**config.mk**
```make
export PLATFORM = sky130hd
export DESIGN_NAME = miller_rabin_prime_test_unit
export DESIGN_NICKNAME = d
export VERILOG_FILES = /design/src/rtl/core/mrpt_pkg.sv /design/src/rtl/core/mrpt_modmul.sv /design/src/rtl/core/mrpt_datapath.sv /design/src/rtl/core/mrpt_ctrl.sv /design/src/rtl/core/miller_rabin_prime_test_unit.sv
export SDC_FILE = /design/constraint.sdc
export NUM_CORES = 2
export LEC_CHECK = 0
export BUFFER_PORTS_ARGS = -buffer_cell sky130_fd_sc_hd__buf_2
export CAP_MARGIN = 40
export CORE_MARGIN = 4
export CORE_UTILIZATION = 56
export CTS_CLUSTER_DIAMETER = 200
export DETAILED_ROUTE_END_ITERATION = 8
export MAX_ROUTING_LAYER = met4
export PLACE_DENSITY = 0.75
export SLEW_MARGIN = 20
export SYNTH_ARGS = -nofsm -noshare
export SYNTH_HDL_FRONTEND = slang
export SYNTH_SLANG_ARGS = --single-unit
```
**constraint.sdc**
```tcl
create_clock -name clock -period 11.6 [get_ports clock]
set_input_delay 1.16 -clock clock [delete_from_list [all_inputs] [get_ports clock]]
set_output_delay 1.16 -clock clock [all_outputs]
set_load 0.01 [all_outputs]
```
**src/rtl/core/mrpt_pkg.sv**
```systemverilog
// ============================================================================
// Miller-Rabin prime test package
// Shared types, witness table and command/status bundles for the controller
// and the datapath of the prime test unit.
// ============================================================================
package mrpt_pkg;

   localparam int IDX_W      = 4;
   localparam int BASE_W     = 6;

   typedef enum logic [1:0] {
      MUL_RB = 2'd0,
      MUL_BB = 2'd1,
      MUL_RR = 2'd2
   } mul_sel_type;

   typedef struct packed {
      logic        load;
      logic        factor_shift;
      logic        round_init;
      logic        mul_start;
      mul_sel_type mul_sel;
      logic        write_r;
      logic        write_b;
      logic        exp_shift;
      logic        sq_init;
      logic        sq_inc;
      logic        idx_inc;
   } dp_cmd_type;

   typedef struct packed {
      logic n_is_two;
      logic n_trivial;
      logic q_odd;
      logic exp_zero;
      logic exp_lsb;
      logic bases_done;
      logic mul_done;
      logic r_is_one;
      logic r_is_nm1;
      logic sq_done;
   } dp_status_type;

   function automatic logic [BASE_W-1:0] base_of(input logic [IDX_W-1:0] idx);
      logic [BASE_W-1:0] b;
      unique case (idx)
         4'd0:    b = 6'd2;
         4'd1:    b = 6'd3;
         4'd2:    b = 6'd5;
         4'd3:    b = 6'd7;
         4'd4:    b = 6'd11;
         4'd5:    b = 6'd13;
         4'd6:    b = 6'd17;
         4'd7:    b = 6'd19;
         4'd8:    b = 6'd23;
         4'd9:    b = 6'd29;
         4'd10:   b = 6'd31;
         4'd11:   b = 6'd37;
         default: b = 6'd0;
      endcase
      return b;
   endfunction

endpackage

```
**src/rtl/core/mrpt_modmul.sv**
```systemverilog
// ============================================================================
// Modular multiplier
// Bit-serial shift-and-add unit computing (x * y) mod m, one multiplier bit
// per cycle, for operands already reduced below the modulus.
// ============================================================================
module mrpt_modmul #(
   parameter int NUM_BITS = 63
) (
   input  logic                clock,
   input  logic                reset,
   input  logic                start,
   input  logic [NUM_BITS-1:0] x,
   input  logic [NUM_BITS-1:0] y,
   input  logic [NUM_BITS-1:0] m,
   output logic                done,
   output logic [NUM_BITS-1:0] product
);

   logic                busy_ff;
   logic                busy_in;
   logic [NUM_BITS-1:0] acc_ff;
   logic [NUM_BITS-1:0] acc_in;
   logic [NUM_BITS-1:0] x_ff;
   logic [NUM_BITS-1:0] x_in;
   logic [NUM_BITS-1:0] y_ff;
   logic [NUM_BITS-1:0] y_in;
   logic [NUM_BITS-1:0] m_ff;
   logic [NUM_BITS-1:0] m_in;
   logic [NUM_BITS:0]   sum;
   logic [NUM_BITS:0]   dbl;
   logic [NUM_BITS-1:0] acc_step;
   logic [NUM_BITS-1:0] x_step;

   assign done    = busy_ff && (y_ff == '0);
   assign product = acc_ff;

   always_comb begin
      sum = {1'b0, acc_ff} + {1'b0, x_ff};
      dbl = {x_ff, 1'b0};
      if (sum >= {1'b0, m_ff}) begin
         acc_step = NUM_BITS'(sum - {1'b0, m_ff});
      end else begin
         acc_step = sum[NUM_BITS-1:0];
      end
      if (dbl >= {1'b0, m_ff}) begin
         x_step = NUM_BITS'(dbl - {1'b0, m_ff});
      end else begin
         x_step = dbl[NUM_BITS-1:0];
      end

      busy_in = busy_ff;
      acc_in  = acc_ff;
      x_in    = x_ff;
      y_in    = y_ff;
      m_in    = m_ff;
      priority if (start) begin
         busy_in = 1'b1;
         acc_in  = '0;
         x_in    = x;
         y_in    = y;
         m_in    = m;
      end else if (busy_ff && (y_ff != '0)) begin
         if (y_ff[0]) begin
            acc_in = acc_step;
         end
         x_in = x_step;
         y_in = y_ff >> 1;
      end else if (done) begin
         busy_in = 1'b0;
      end
   end

   always_ff @(posedge clock) begin
      if (reset) begin
         busy_ff <= 1'b0;
      end else begin
         busy_ff <= busy_in;
      end
   end

   always_ff @(posedge clock) begin
      acc_ff <= acc_in;
      x_ff   <= x_in;
      y_ff   <= y_in;
      m_ff   <= m_in;
   end

   // The running sum and the doubled operand stay reduced during a product.
   a_acc_reduced: assert property (@(posedge clock) disable iff (reset)
      busy_ff |-> (acc_ff < m_ff))
      else $error("modmul accumulator not reduced");

   a_x_reduced: assert property (@(posedge clock) disable iff (reset)
      busy_ff |-> (x_ff < m_ff))
      else $error("modmul shifted operand not reduced");

   // A finished product releases the unit unless a new one starts.
   a_done_release: assert property (@(posedge clock) disable iff (reset)
      (done && !start) |=> !busy_ff)
      else $error("modmul stayed busy after a finished product");

endmodule

```
**src/rtl/core/mrpt_datapath.sv**
```systemverilog
// ============================================================================
// Miller-Rabin datapath
// Holds the candidate, its odd part and power of two, the witness index and
// the exponentiation registers, and owns the shared modular multiplier.
// ============================================================================
module mrpt_datapath #(
   parameter int NUM_BITS      = 63,
   parameter int NUM_WITNESSES = 12
) (
   input  logic                  clock,
   input  logic                  reset,
   input  logic [NUM_BITS-1:0]   req_number,
   input  mrpt_pkg::dp_cmd_type  cmd,
   output mrpt_pkg::dp_status_type status
);
   import mrpt_pkg::*;

   localparam int K_W = $clog2(NUM_BITS);

   logic [NUM_BITS-1:0] n_ff;
   logic [NUM_BITS-1:0] n_in;
   logic [NUM_BITS-1:0] q_ff;
   logic [NUM_BITS-1:0] q_in;
   logic [K_W-1:0]      k_ff;
   logic [K_W-1:0]      k_in;
   logic [K_W-1:0]      j_ff;
   logic [K_W-1:0]      j_in;
   logic [IDX_W-1:0]    idx_ff;
   logic [IDX_W-1:0]    idx_in;
   logic [NUM_BITS-1:0] r_ff;
   logic [NUM_BITS-1:0] r_in;
   logic [NUM_BITS-1:0] b_ff;
   logic [NUM_BITS-1:0] b_in;
   logic [NUM_BITS-1:0] e_ff;
   logic [NUM_BITS-1:0] e_in;
   logic [NUM_BITS-1:0] mul_x;
   logic [NUM_BITS-1:0] mul_y;
   logic [NUM_BITS-1:0] mul_product;
   logic                mul_done;
   logic [NUM_BITS-1:0] base_wide;

   assign base_wide = NUM_BITS'(base_of(idx_ff));

   always_comb begin
      unique case (cmd.mul_sel)
         MUL_RB: begin
            mul_x = r_ff;
            mul_y = b_ff;
         end
         MUL_BB: begin
            mul_x = b_ff;
            mul_y = b_ff;
         end
         MUL_RR: begin
            mul_x = r_ff;
            mul_y = r_ff;
         end
         default: begin
            mul_x = r_ff;
            mul_y = r_ff;
         end
      endcase
   end

   mrpt_modmul #(
      .NUM_BITS (NUM_BITS)
   ) u_modmul (
      .clock   (clock),
      .reset   (reset),
      .start   (cmd.mul_start),
      .x       (mul_x),
      .y       (mul_y),
      .m       (n_ff),
      .done    (mul_done),
      .product (mul_product)
   );

   always_comb begin
      n_in   = n_ff;
      q_in   = q_ff;
      k_in   = k_ff;
      j_in   = j_ff;
      idx_in = idx_ff;
      r_in   = r_ff;
      b_in   = b_ff;
      e_in   = e_ff;
      if (cmd.load) begin
         n_in   = req_number;
         q_in   = req_number - NUM_BITS'(1);
         k_in   = '0;
         idx_in = '0;
      end
      if (cmd.factor_shift) begin
         q_in = q_ff >> 1;
         k_in = k_ff + K_W'(1);
      end
      if (cmd.round_init) begin
         r_in = NUM_BITS'(1);
         b_in = base_wide;
         e_in = q_ff;
      end
      if (cmd.write_r) begin
         r_in = mul_product;
      end
      if (cmd.write_b) begin
         b_in = mul_product;
      end
      if (cmd.exp_shift) begin
         e_in = e_ff >> 1;
      end
      if (cmd.sq_init) begin
         j_in = K_W'(1);
      end
      if (cmd.sq_inc) begin
         j_in = j_ff + K_W'(1);
      end
      if (cmd.idx_inc) begin
         idx_in = idx_ff + IDX_W'(1);
      end
   end

   always_ff @(posedge clock) begin
      n_ff   <= n_in;
      q_ff   <= q_in;
      k_ff   <= k_in;
      j_ff   <= j_in;
      idx_ff <= idx_in;
      r_ff   <= r_in;
      b_ff   <= b_in;
      e_ff   <= e_in;
   end

   always_comb begin
      status.n_is_two   = (n_ff == NUM_BITS'(2));
      status.n_trivial  = (n_ff < NUM_BITS'(2)) || !n_ff[0];
      status.q_odd      = q_ff[0];
      status.exp_zero   = (e_ff == '0);
      status.exp_lsb    = e_ff[0];
      status.bases_done = (idx_ff >= IDX_W'(NUM_WITNESSES)) || (base_wide >= n_ff);
      status.mul_done   = mul_done;
      status.r_is_one   = (r_ff == NUM_BITS'(1));
      status.r_is_nm1   = (r_ff == (n_ff - NUM_BITS'(1)));
      status.sq_done    = (j_ff >= k_ff);
   end

endmodule

```
**src/rtl/core/mrpt_ctrl.sv**
```systemverilog
// ============================================================================
// Miller-Rabin controller
// Sequences classification, factoring of n-1, the witness rounds and the
// squaring chain, and holds the result register of the response channel.
// ============================================================================
module mrpt_ctrl (
   input  logic                    clock,
   input  logic                    reset,
   input  logic                    req_valid,
   output logic                    req_stall,
   output logic                    rsp_valid,
   input  logic                    rsp_stall,
   output logic                    rsp_is_prime,
   output mrpt_pkg::dp_cmd_type    cmd,
   input  mrpt_pkg::dp_status_type status
);
   import mrpt_pkg::*;

   typedef enum logic [11:0] {
      ST_IDLE      = 12'b000000000001,
      ST_CLASSIFY  = 12'b000000000010,
      ST_FACTOR    = 12'b000000000100,
      ST_BASE_SEL  = 12'b000000001000,
      ST_POW_CHECK = 12'b000000010000,
      ST_WAIT_R    = 12'b000000100000,
      ST_WAIT_B    = 12'b000001000000,
      ST_CHECK_T   = 12'b000010000000,
      ST_SQ_CHECK  = 12'b000100000000,
      ST_WAIT_T    = 12'b001000000000,
      ST_SQ_TEST   = 12'b010000000000,
      ST_FINISH    = 12'b100000000000
   } state_type;

   state_type state_ff;
   state_type state_in;
   logic      verdict_ff;
   logic      verdict_in;
   logic      rsp_valid_ff;
   logic      rsp_valid_in;
   logic      rsp_prime_ff;
   logic      rsp_prime_in;
   logic      accept;
   logic      out_free;

   assign req_stall    = (state_ff != ST_IDLE);
   assign accept       = req_valid && !req_stall;
   assign out_free     = !rsp_valid_ff || !rsp_stall;
   assign rsp_valid    = rsp_valid_ff;
   assign rsp_is_prime = rsp_prime_ff;

   always_comb begin
      cmd          = '0;
      cmd.mul_sel  = MUL_RB;
      state_in     = state_ff;
      verdict_in   = verdict_ff;
      rsp_valid_in = rsp_valid_ff && rsp_stall;
      rsp_prime_in = rsp_prime_ff;
      unique case (state_ff)
         ST_IDLE: begin
            if (accept) begin
               cmd.load = 1'b1;
               state_in = ST_CLASSIFY;
            end
         end
         ST_CLASSIFY: begin
            priority if (status.n_is_two) begin
               verdict_in = 1'b1;
               state_in   = ST_FINISH;
            end else if (status.n_trivial) begin
               verdict_in = 1'b0;
               state_in   = ST_FINISH;
            end else begin
               state_in = ST_FACTOR;
            end
         end
         ST_FACTOR: begin
            if (status.q_odd) begin
               state_in = ST_BASE_SEL;
            end else begin
               cmd.factor_shift = 1'b1;
            end
         end
         ST_BASE_SEL: begin
            if (status.bases_done) begin
               verdict_in = 1'b1;
               state_in   = ST_FINISH;
            end else begin
               cmd.round_init = 1'b1;
               state_in       = ST_POW_CHECK;
            end
         end
         ST_POW_CHECK: begin
            priority if (status.exp_zero) begin
               state_in = ST_CHECK_T;
            end else if (status.exp_lsb) begin
               cmd.mul_start = 1'b1;
               cmd.mul_sel   = MUL_RB;
               state_in      = ST_WAIT_R;
            end else begin
               cmd.mul_start = 1'b1;
               cmd.mul_sel   = MUL_BB;
               state_in      = ST_WAIT_B;
            end
         end
         ST_WAIT_R: begin
            if (status.mul_done) begin
               cmd.write_r   = 1'b1;
               cmd.mul_start = 1'b1;
               cmd.mul_sel   = MUL_BB;
               state_in      = ST_WAIT_B;
            end
         end
         ST_WAIT_B: begin
            if (status.mul_done) begin
               cmd.write_b   = 1'b1;
               cmd.exp_shift = 1'b1;
               state_in      = ST_POW_CHECK;
            end
         end
         ST_CHECK_T: begin
            if (status.r_is_one || status.r_is_nm1) begin
               cmd.idx_inc = 1'b1;
               state_in    = ST_BASE_SEL;
            end else begin
               cmd.sq_init = 1'b1;
               state_in    = ST_SQ_CHECK;
            end
         end
         ST_SQ_CHECK: begin
            if (status.sq_done) begin
               verdict_in = 1'b0;
               state_in   = ST_FINISH;
            end else begin
               cmd.mul_start = 1'b1;
               cmd.mul_sel   = MUL_RR;
               state_in      = ST_WAIT_T;
            end
         end
         ST_WAIT_T: begin
            if (status.mul_done) begin
               cmd.write_r = 1'b1;
               cmd.sq_inc  = 1'b1;
               state_in    = ST_SQ_TEST;
            end
         end
         ST_SQ_TEST: begin
            priority if (status.r_is_one) begin
               verdict_in = 1'b0;
               state_in   = ST_FINISH;
            end else if (status.r_is_nm1) begin
               cmd.idx_inc = 1'b1;
               state_in    = ST_BASE_SEL;
            end else begin
               state_in = ST_SQ_CHECK;
            end
         end
         ST_FINISH: begin
            if (out_free) begin
               rsp_valid_in = 1'b1;
               rsp_prime_in = verdict_ff;
               state_in     = ST_IDLE;
            end
         end
         default: begin
            state_in = ST_IDLE;
         end
      endcase
   end

   always_ff @(posedge clock) begin
      if (reset) begin
         state_ff     <= ST_IDLE;
         rsp_valid_ff <= 1'b0;
      end else begin
         state_ff     <= state_in;
         rsp_valid_ff <= rsp_valid_in;
      end
   end

   always_ff @(posedge clock) begin
      verdict_ff   <= verdict_in;
      rsp_prime_ff <= rsp_prime_in;
   end

   // Every accepted transaction starts with classification of the candidate.
   a_accept_classify: assert property (@(posedge clock) disable iff (reset)
      accept |=> (state_ff == ST_CLASSIFY))
      else $error("accepted transaction did not enter classification");

   // A finished verdict reaches the response register once it is free.
   a_finish_delivers: assert property (@(posedge clock) disable iff (reset)
      ((state_ff == ST_FINISH) && out_free) |=> (rsp_valid_ff && (state_ff == ST_IDLE)))
      else $error("finished verdict was not presented");

   // The multiplier is only started from a state that waits for it next.
   a_mul_wait: assert property (@(posedge clock) disable iff (reset)
      cmd.mul_start |=> ((state_ff == ST_WAIT_R) || (state_ff == ST_WAIT_B)
                         || (state_ff == ST_WAIT_T)))
      else $error("multiplier started without a waiting state");

endmodule

```
**src/rtl/core/miller_rabin_prime_test_unit.sv**
```systemverilog
// ============================================================================
// Miller-Rabin prime test unit
// Deterministic strong-pseudoprime test over the fixed witnesses 2 to 37,
// built from a sequencing controller and a datapath with one bit-serial
// modular multiplier.
//
//   Channel   Direction  Handshake             Payload
//   req       in         req_valid/req_stall   req_number[NUM_BITS-1:0]
//   rsp       out        rsp_valid/rsp_stall   rsp_is_prime
//
// One transaction is processed at a time; a new one is taken while the
// previous verdict still waits in the response register.
// Each modular product runs bit-serially through the shared multiplier.
// A witness round needs at most 2*(NUM_BITS-1) products including the squarings.
// Even values, zero, one and two are decided in classification, with no products.
// Reset is synchronous and clears the sequencer and the response valid.
// ============================================================================
module miller_rabin_prime_test_unit #(
   parameter int NUM_BITS      = 63,
   parameter int NUM_WITNESSES = 12
) (
   input  logic                clock,
   input  logic                reset,
   input  logic                req_valid,
   output logic                req_stall,
   input  logic [NUM_BITS-1:0] req_number,
   output logic                rsp_valid,
   input  logic                rsp_stall,
   output logic                rsp_is_prime
);
   import mrpt_pkg::*;

   dp_cmd_type    cmd;
   dp_status_type status;

   mrpt_ctrl u_ctrl (
      .clock        (clock),
      .reset        (reset),
      .req_valid    (req_valid),
      .req_stall    (req_stall),
      .rsp_valid    (rsp_valid),
      .rsp_stall    (rsp_stall),
      .rsp_is_prime (rsp_is_prime),
      .cmd          (cmd),
      .status       (status)
   );

   mrpt_datapath #(
      .NUM_BITS      (NUM_BITS),
      .NUM_WITNESSES (NUM_WITNESSES)
   ) u_datapath (
      .clock      (clock),
      .reset      (reset),
      .req_number (req_number),
      .cmd        (cmd),
      .status     (status)
   );

endmodule

```
After elaboration in Yosys (flattened, before gate mapping)

Memory sizes are Yosys's and may differ from the RTL's. A register that Yosys moved wholly into a read port is not among the register bits.
Cells that the tools add are included.

Word-level logic and storage cells: 165
Input bits: 67
ROM bits: 96
Output and inout port bits: 3
Register bits after elaboration: 599
Memories kept: 1
Memory bits (writable): 0
Bits in latches: 0

Multipliers: 0
Shift operators: 0
Bitwise operators: 0
Div/mod/pow operators: 0
$add $sub $neg: 8
Equal/unequal tests: 28
Reduce and logical (&&, ||, !) cells: 31
$lt $le $gt $ge: 6
Multiplexer cells: 72

Memory list:

| memory           | depth | width | rd ports | clocked after memory_dff | wr ports | RTL line       | RTL |
|---|---|---|---|---|---|---|---|
| (name not given) | 16    | 6     | 1        | 1                        | 0        | mrpt_pkg.sv:46 | `unique case (idx)` |

Operators by type and width:

| cell                                                         | count |
|---|---|
| two-way mux 63 bit                                           | 12 |
| two-way mux 62 bit                                           | 4 |
| one-hot mux 12 bit (12 select lines)                         | 1 |
| two-way mux 12 bit                                           | 11 |
| greater-or-equal comparator 64 x 63 -> 1 bit                 | 2 |
| zero test 63 bit                                             | 2 |
| subtractor 63 x 1 -> 63 bit (second input constant)          | 2 |
| subtractor 63 bit                                            | 2 |
| adder 63 x 63 -> 64 bit                                      | 1 |
| == test 63 x 1 -> 1 bit (second input constant)              | 1 |
| == test 63 x 2 -> 1 bit (second input constant)              | 1 |
| == test 63 bit                                               | 1 |
| greater-or-equal comparator 6 x 63 -> 1 bit                  | 1 |
| less-than comparator 63 x 2 -> 1 bit (second input constant) | 1 |
| nonzero test 63 bit                                          | 1 |
| two-way mux 1 bit                                            | 24 |
| two-way mux 6 bit                                            | 4 |
| two-way mux 9 bit                                            | 2 |
| two-way mux 4 bit                                            | 4 |
| nonzero test 2 bit                                           | 8 |
| inequality test 2 x 1 -> 1 bit (second input constant)       | 7 |
| adder 6 x 1 -> 6 bit (second input constant)                 | 2 |
| == test 12 x 1 -> 1 bit (second input constant)              | 1 |
| == test 12 x 10 -> 1 bit (second input constant)             | 1 |
| other kinds (33)                                             | 49 |

Depth between registers and ports, before layout

Depth after elaboration: 8
Gate-level depth with buffers: 28
Gate-level depth less buffers: 25

By module

Synthesis repeated with hierarchy kept, for this count alone.

Cell total of the unflattened synthesis: 4039
Area total of the unflattened synthesis: 40382.5 um2

By module, submodules not included:

| module        | area each (um2) | instances | sequential area each (um2) | cells each |
|---|---|---|---|---|
| mrpt_modmul   | 21132.8         | 1         | 6956.7                     | 2415 |
| mrpt_datapath | 18223.7         | 1         | 10039.6                    | 1497 |
| mrpt_ctrl     | 1026.0          | 1         | 320.3                      | 127 |

Least setup slack after synthesis

OpenSTA, ideal clock, no wires.

Path type: register to register
Start: reg u_datapath.u_modmul.x_ff[0]
End: reg u_datapath.u_modmul.acc_ff[14] (netlist: u_datapath.u_modmul.product[14])
Setup time: 0.226 ns
Slack: 5.171 ns
Cell stages (with the launch flop): 26
Clock period less this slack: 6.429 ns
Data arrival time: 6.203 ns
Path buffers: 3
Required time: 11.374 ns
Path through: edfxtp_1 -> ha_1 -> fa_1 -> a211oi_1 -> o21ai_0 -> a221oi_1 -> nor4_1 -> o31ai_1 -> a211oi_1 -> nor2b_1 -> o21ai_0 -> a221oi_1 -> xnor2_1 -> ha_1 -> clkbuf_1 -> nand2_1 -> nor2_1 -> nand4_1 -> or3_1 -> or3_1 -> a21oi_1 -> or3_1 -> clkbuf_1 -> buf_1 -> mux2i_1 -> o22ai_1

Word-level cells in the longest chain between the ends: 3
Elaborated cells on any way between the ends: 4
Those cells by class: 2 x add/sub; 1 x order compare; 1 x mux

Ends and longest elaborated chain:

| item                                                                                     | RTL line                             | RTL |
|---|---|---|
| from (decl)                                                                              | mrpt_modmul.sv:23                    | `logic [NUM_BITS-1:0] x_ff;` |
| from (signal assigned)                                                                   | mrpt_modmul.sv:83                    | `x_ff <= x_in;` |
| adder 63 x 63 -> 64 bit *                                                                | mrpt_modmul.sv:38                    | `sum = {1'b0, acc_ff} + {1'b0, x_ff};` |
| subtractor 63 bit / greater-or-equal comparator 64 x 63 -> 1 bit (equally long branches) | mrpt_modmul.sv:41, mrpt_modmul.sv:40 |  |
| two-way mux 63 bit *                                                                     | mrpt_modmul.sv:40                    | `if (sum >= {1'b0, m_ff}) begin` |
| to (signal assigned)                                                                     | mrpt_modmul.sv:82                    | `acc_ff <= acc_in;` |
| to (decl)                                                                                | mrpt_modmul.sv:21                    | `logic [NUM_BITS-1:0] acc_ff;` |

Mark *: on every way between the ends. The rest lies on a longest branch, timed or not.
A chain may end at the register's enable or synchronous reset.

Worst setup path in the final report

Start: reg u_datapath.u_modmul.x_ff[0]
End: reg u_datapath.u_modmul.acc_ff[0] (netlist: u_datapath.u_modmul.product[0])

The elaborated chain is that of the path after synthesis.

==> summary.txt <==
Timing
  – Slew @ Worst Pin: about 940 ps
  – RSZ-0062 raised after global routing: false
  – Clock skew: 24.3 ps
  – # setup viols final: 0
  – Final worst setup slack: roughly 3400 ps
  – Tcrit/Tclk final: 0.709
  – Hold WS: 423 ps
  – Final Hold Fails: 0
  – Slew Limit Fails: 0
  – Slew HR: 0.368
  – Setup_tns: 0 ps
  – Final min period: approximately 8000 ps
  – Maximum clock frequency: between 100 and 150 MHz

Logic synthesis
  – Syn Nets: 4,488
  – Async SR Flop Fraction: 0
  – EDFF count, synth: 520
  – Avg Cell Area, Syn: around 9.5 sq um
  – Post-Syn Area: between 40,000 and 50,000 sq um
  – Cells after Synth: around 4,200
  – Synth Flop Type: edfxtp_1
  – Synth unique cells: 86
  – FF+latch count, synth: between 600 and 700
  – Yosys warnings: 0
  – Seq/Total Area, Yosys: 0.432

Die
  – Die Width: 276 um
  – Die Y: around 280 um
  – Ports: 70
  – Cell Rows: 97
  – Starting Density: 0.568
  – Die Area: about 76,000 sq um
  – Core area: roughly 71,000 sq um

Critical path
  – FF-to-FF Start: u_datapath.u_modmul.x_ff[0]
  – Largest fanout on the critical path: 31
  – CP Capture Type: register
  – CP Data Required Time: between 10,000 and 15,000 ps
  – Beginning of the critical path: u_datapath.u_modmul.x_ff[0]
  – Worst r2r path cells: 25
  – Setup CP Type: register to register
  – Arrival time worst endpoint: a little under 9000 ps
  – CP endpoint: u_datapath.u_modmul.product[0]
  – Worst Setup Start Kind: register
  – Reg2reg setup slack: between 3000 and 4000 ps
  – Reg-to-Reg End: u_datapath.u_modmul.product[0]

Detailed routing
  – Vias/cell: between 6 and 7
  – Detailed-router iteration count before antenna repair: 9
  – Remaining antenna violation count: 0
  – Overall routed net length: approximately 130,000 um
  – Via count: approximately 33,000
  – WL/cell: around 24 um
  – DRC: 0
  – Iter 0 DRT Violations: roughly 3,400

Global route
  – Gr usage total: 0.337
  – Final global-route overflow total: 0
  – Initial antenna violation count: 2
  – GRT busiest layer: met2
  – First-pass GRT wire length: 190,000 um
  – Vias in the first global route: between 30,000 and 40,000
  – Met1 GRT Util: 0.454
  – Largest net degree at the start of global routing: 101
  – Met2 Track Usage GR: 0.510
  – GR Util met3: 0.0681

Clock tree
  – Clock Sinks: about 610
  – Reg clk slew, reported paths: roughly 60 ps
  – Root buffer cell: clkbuf_16
  – CTS tree: built
  – Clock buffer count from CTS: 68
  – Longest Clk Path Bufs: 3
  – Setup bufs post-CTS: 0
  – Clk_lat worst skew: around 630 ps
  – Cts repair resizes: 0
  – CTS H-tree depth: 3
  – Hold_buf cts: 0

Worst hold path
  – Hold path depth: 0
  – Type of the most critical hold path: register to register

Power and ir drop
  – Peak VDD IR: about 0.00012 V
  – PD cells: about 160 nW/um^2
  – Overall power: around 6.9 mW
  – Lkg Pwr: around 17 nW

Placement
  – GPL Wtd Cong: between 1 and 1.5
  – Placed cells: about 5,100
  – Placed cell area: approximately 41,000 sq um
  – Pre-CTS setup slack: around 3600 ps
  – Port Buffer Count: around 70
  – Final HPWL DP: between 90,000 and 100,000 um

Cells and area
  – Util after Layout: 0.622
  – Layout area overhead: 9.39%
  – Design area: approximately 44,000 sq um
  – Layout cells sized above 1: 0.0708
  – Final Net Count: 4,490
  – Final non-filler cell total: 5,206

Flow run
  – Max-cap violations: 0

Run status
  – Status: complete, no violations
-- power by group --
part	total [mW]	internal [mW]	switching, mW
Combinational	1.91	0.768	1.14
Clock	2.30	1.35	0.956
Sequential	2.69	2.53	0.158
-- cells in the mapped netlist, types with 31 or more instances --
library cell	n	area, sq um
nand3_1	85	425
a21oi_1	402	2010
mux2i_1	184	1840
a21o_1	106	796
clkbuf_1	165	619
nand2_1	440	1650
xnor2_1	204	1790
nor2b_1	139	870
ha_1	211	2640
a211oi_1	75	563
xor2_1	129	1130
nor2_1	258	968
inv_1	144	541
a31oi_1	38	238
dfxtp_1	85	1700
or3_1	45	282
nor4_1	104	651
edfxtp_1	520	15600
nand4_1	70	438
o21ai_0	242	1210
nand2b_1	31	194
nor3_1	64	320
o21bai_1	44	330
and2_1	76	475
-- how the worst min path moves through the flow --
stage,startpoint,end,slack (ps)
2_1_floorplan,u_ctrl.verdict_ff,u_ctrl.rsp_is_prime,400
3_5_place_dp,u_ctrl.verdict_ff,u_ctrl.rsp_is_prime,410
3_3_place_gp,u_ctrl.verdict_ff,u_ctrl.rsp_is_prime,410
5_1_grt,u_ctrl.verdict_ff,u_ctrl.rsp_is_prime,440
4_1_cts,u_ctrl.verdict_ff,u_ctrl.rsp_is_prime,420
6_report,u_ctrl.verdict_ff,u_ctrl.rsp_is_prime,420
-- cell usage in the layout (no fill, tap or decap), types with 63 or more instances in the layout --
master / instances
a211oi_1: 75
a21o_1: 106
a21oi_1: 402
and2_1: 74
buf_2: 71
clkbuf_16: 70
dfxtp_1: 85
edfxtp_1: 520
ha_1: 211
inv_1: 143
mux2i_1: 184
nand2_1: 435
nand3_1: 85
nand4_1: 70
nor2_1: 256
nor2b_1: 138
nor3_1: 63
nor4_1: 103
o21ai_0: 242
xnor2_1: 204
xor2_1: 129
-- flip-flops by register name (all words and copies together), names as in the netlist --
| name | flops |
|---|---|
| u_ctrl.verdict_ff | 1 |
| u_datapath.u_modmul.m_ff | 63 |
| u_datapath.e_ff | 63 |
| u_datapath.u_modmul.product | 63 |
| u_datapath.idx_ff | 4 |
| u_ctrl.rsp_valid | 1 |
| u_datapath.n_ff | 63 |
| u_datapath.b_ff | 63 |
| u_datapath.base_wide | 6 |
| u_datapath.r_ff | 63 |
| u_ctrl.rsp_is_prime | 1 |
| u_datapath.u_modmul.x_ff | 63 |
| u_datapath.u_modmul.busy_ff | 1 |
| u_ctrl.state_ff | 12 |
| u_datapath.q_ff | 63 |
| u_datapath.u_modmul.y_ff | 63 |
| u_datapath.k_ff | 6 |
| u_datapath.j_ff | 6 |
-- layout make-up --
type,count,area [sq um]
Antenna cell,2,5.00
Multi-Input combinational cell,3271,21600
Inverter,145,547
Fill cell,5920,26700
Tap cell,940,1180
Timing Repair Buffer,118,865
Sequential cell,605,17300
Clock buffer,96,1950
Clock inverter,29,405
-- per-layer routing --
layer	up-vias	share of wire
met5	-	0
met2	1542	0.44
met1	15900	0.42
li1	15600	-
met3	259	0.096
met4	0	0.039
-- critical path: stages (launching register included) --
cell and delay [ps]:
edfxtp_1 440, ha_1 270, fa_1 440, a211oi_1 360, o21ai_0 220, a221oi_1 680
nor4_1 280, o31ai_1 640, a211oi_1 260, nor2b_1 270, o21ai_0 170, a221oi_1 330
xnor2_1 140, ha_1 450, nand2_1 90, nor2_1 230, nand4_1 140, or3_1 380
nor2_1 120, or2_2 170, a21oi_1 110, a21oi_1 230, or3_4 540, buf_4 610
mux2_2 400, o22ai_1 120
-- logic make-up after synthesis --
kind of cell               count (synthesis)  synth area share
buffers and inverters                    331            0.0317
adders and majority gates                214            0.0674
and+or+nand+nor                         1449             0.183
xor gates and xnor gates                 333            0.0728
muxes                                    186            0.0465
AOI/OAI and AO/OA                       1089             0.166
DFF                                      605             0.432
No activity file was read; power rests on OpenSTA's default activity.
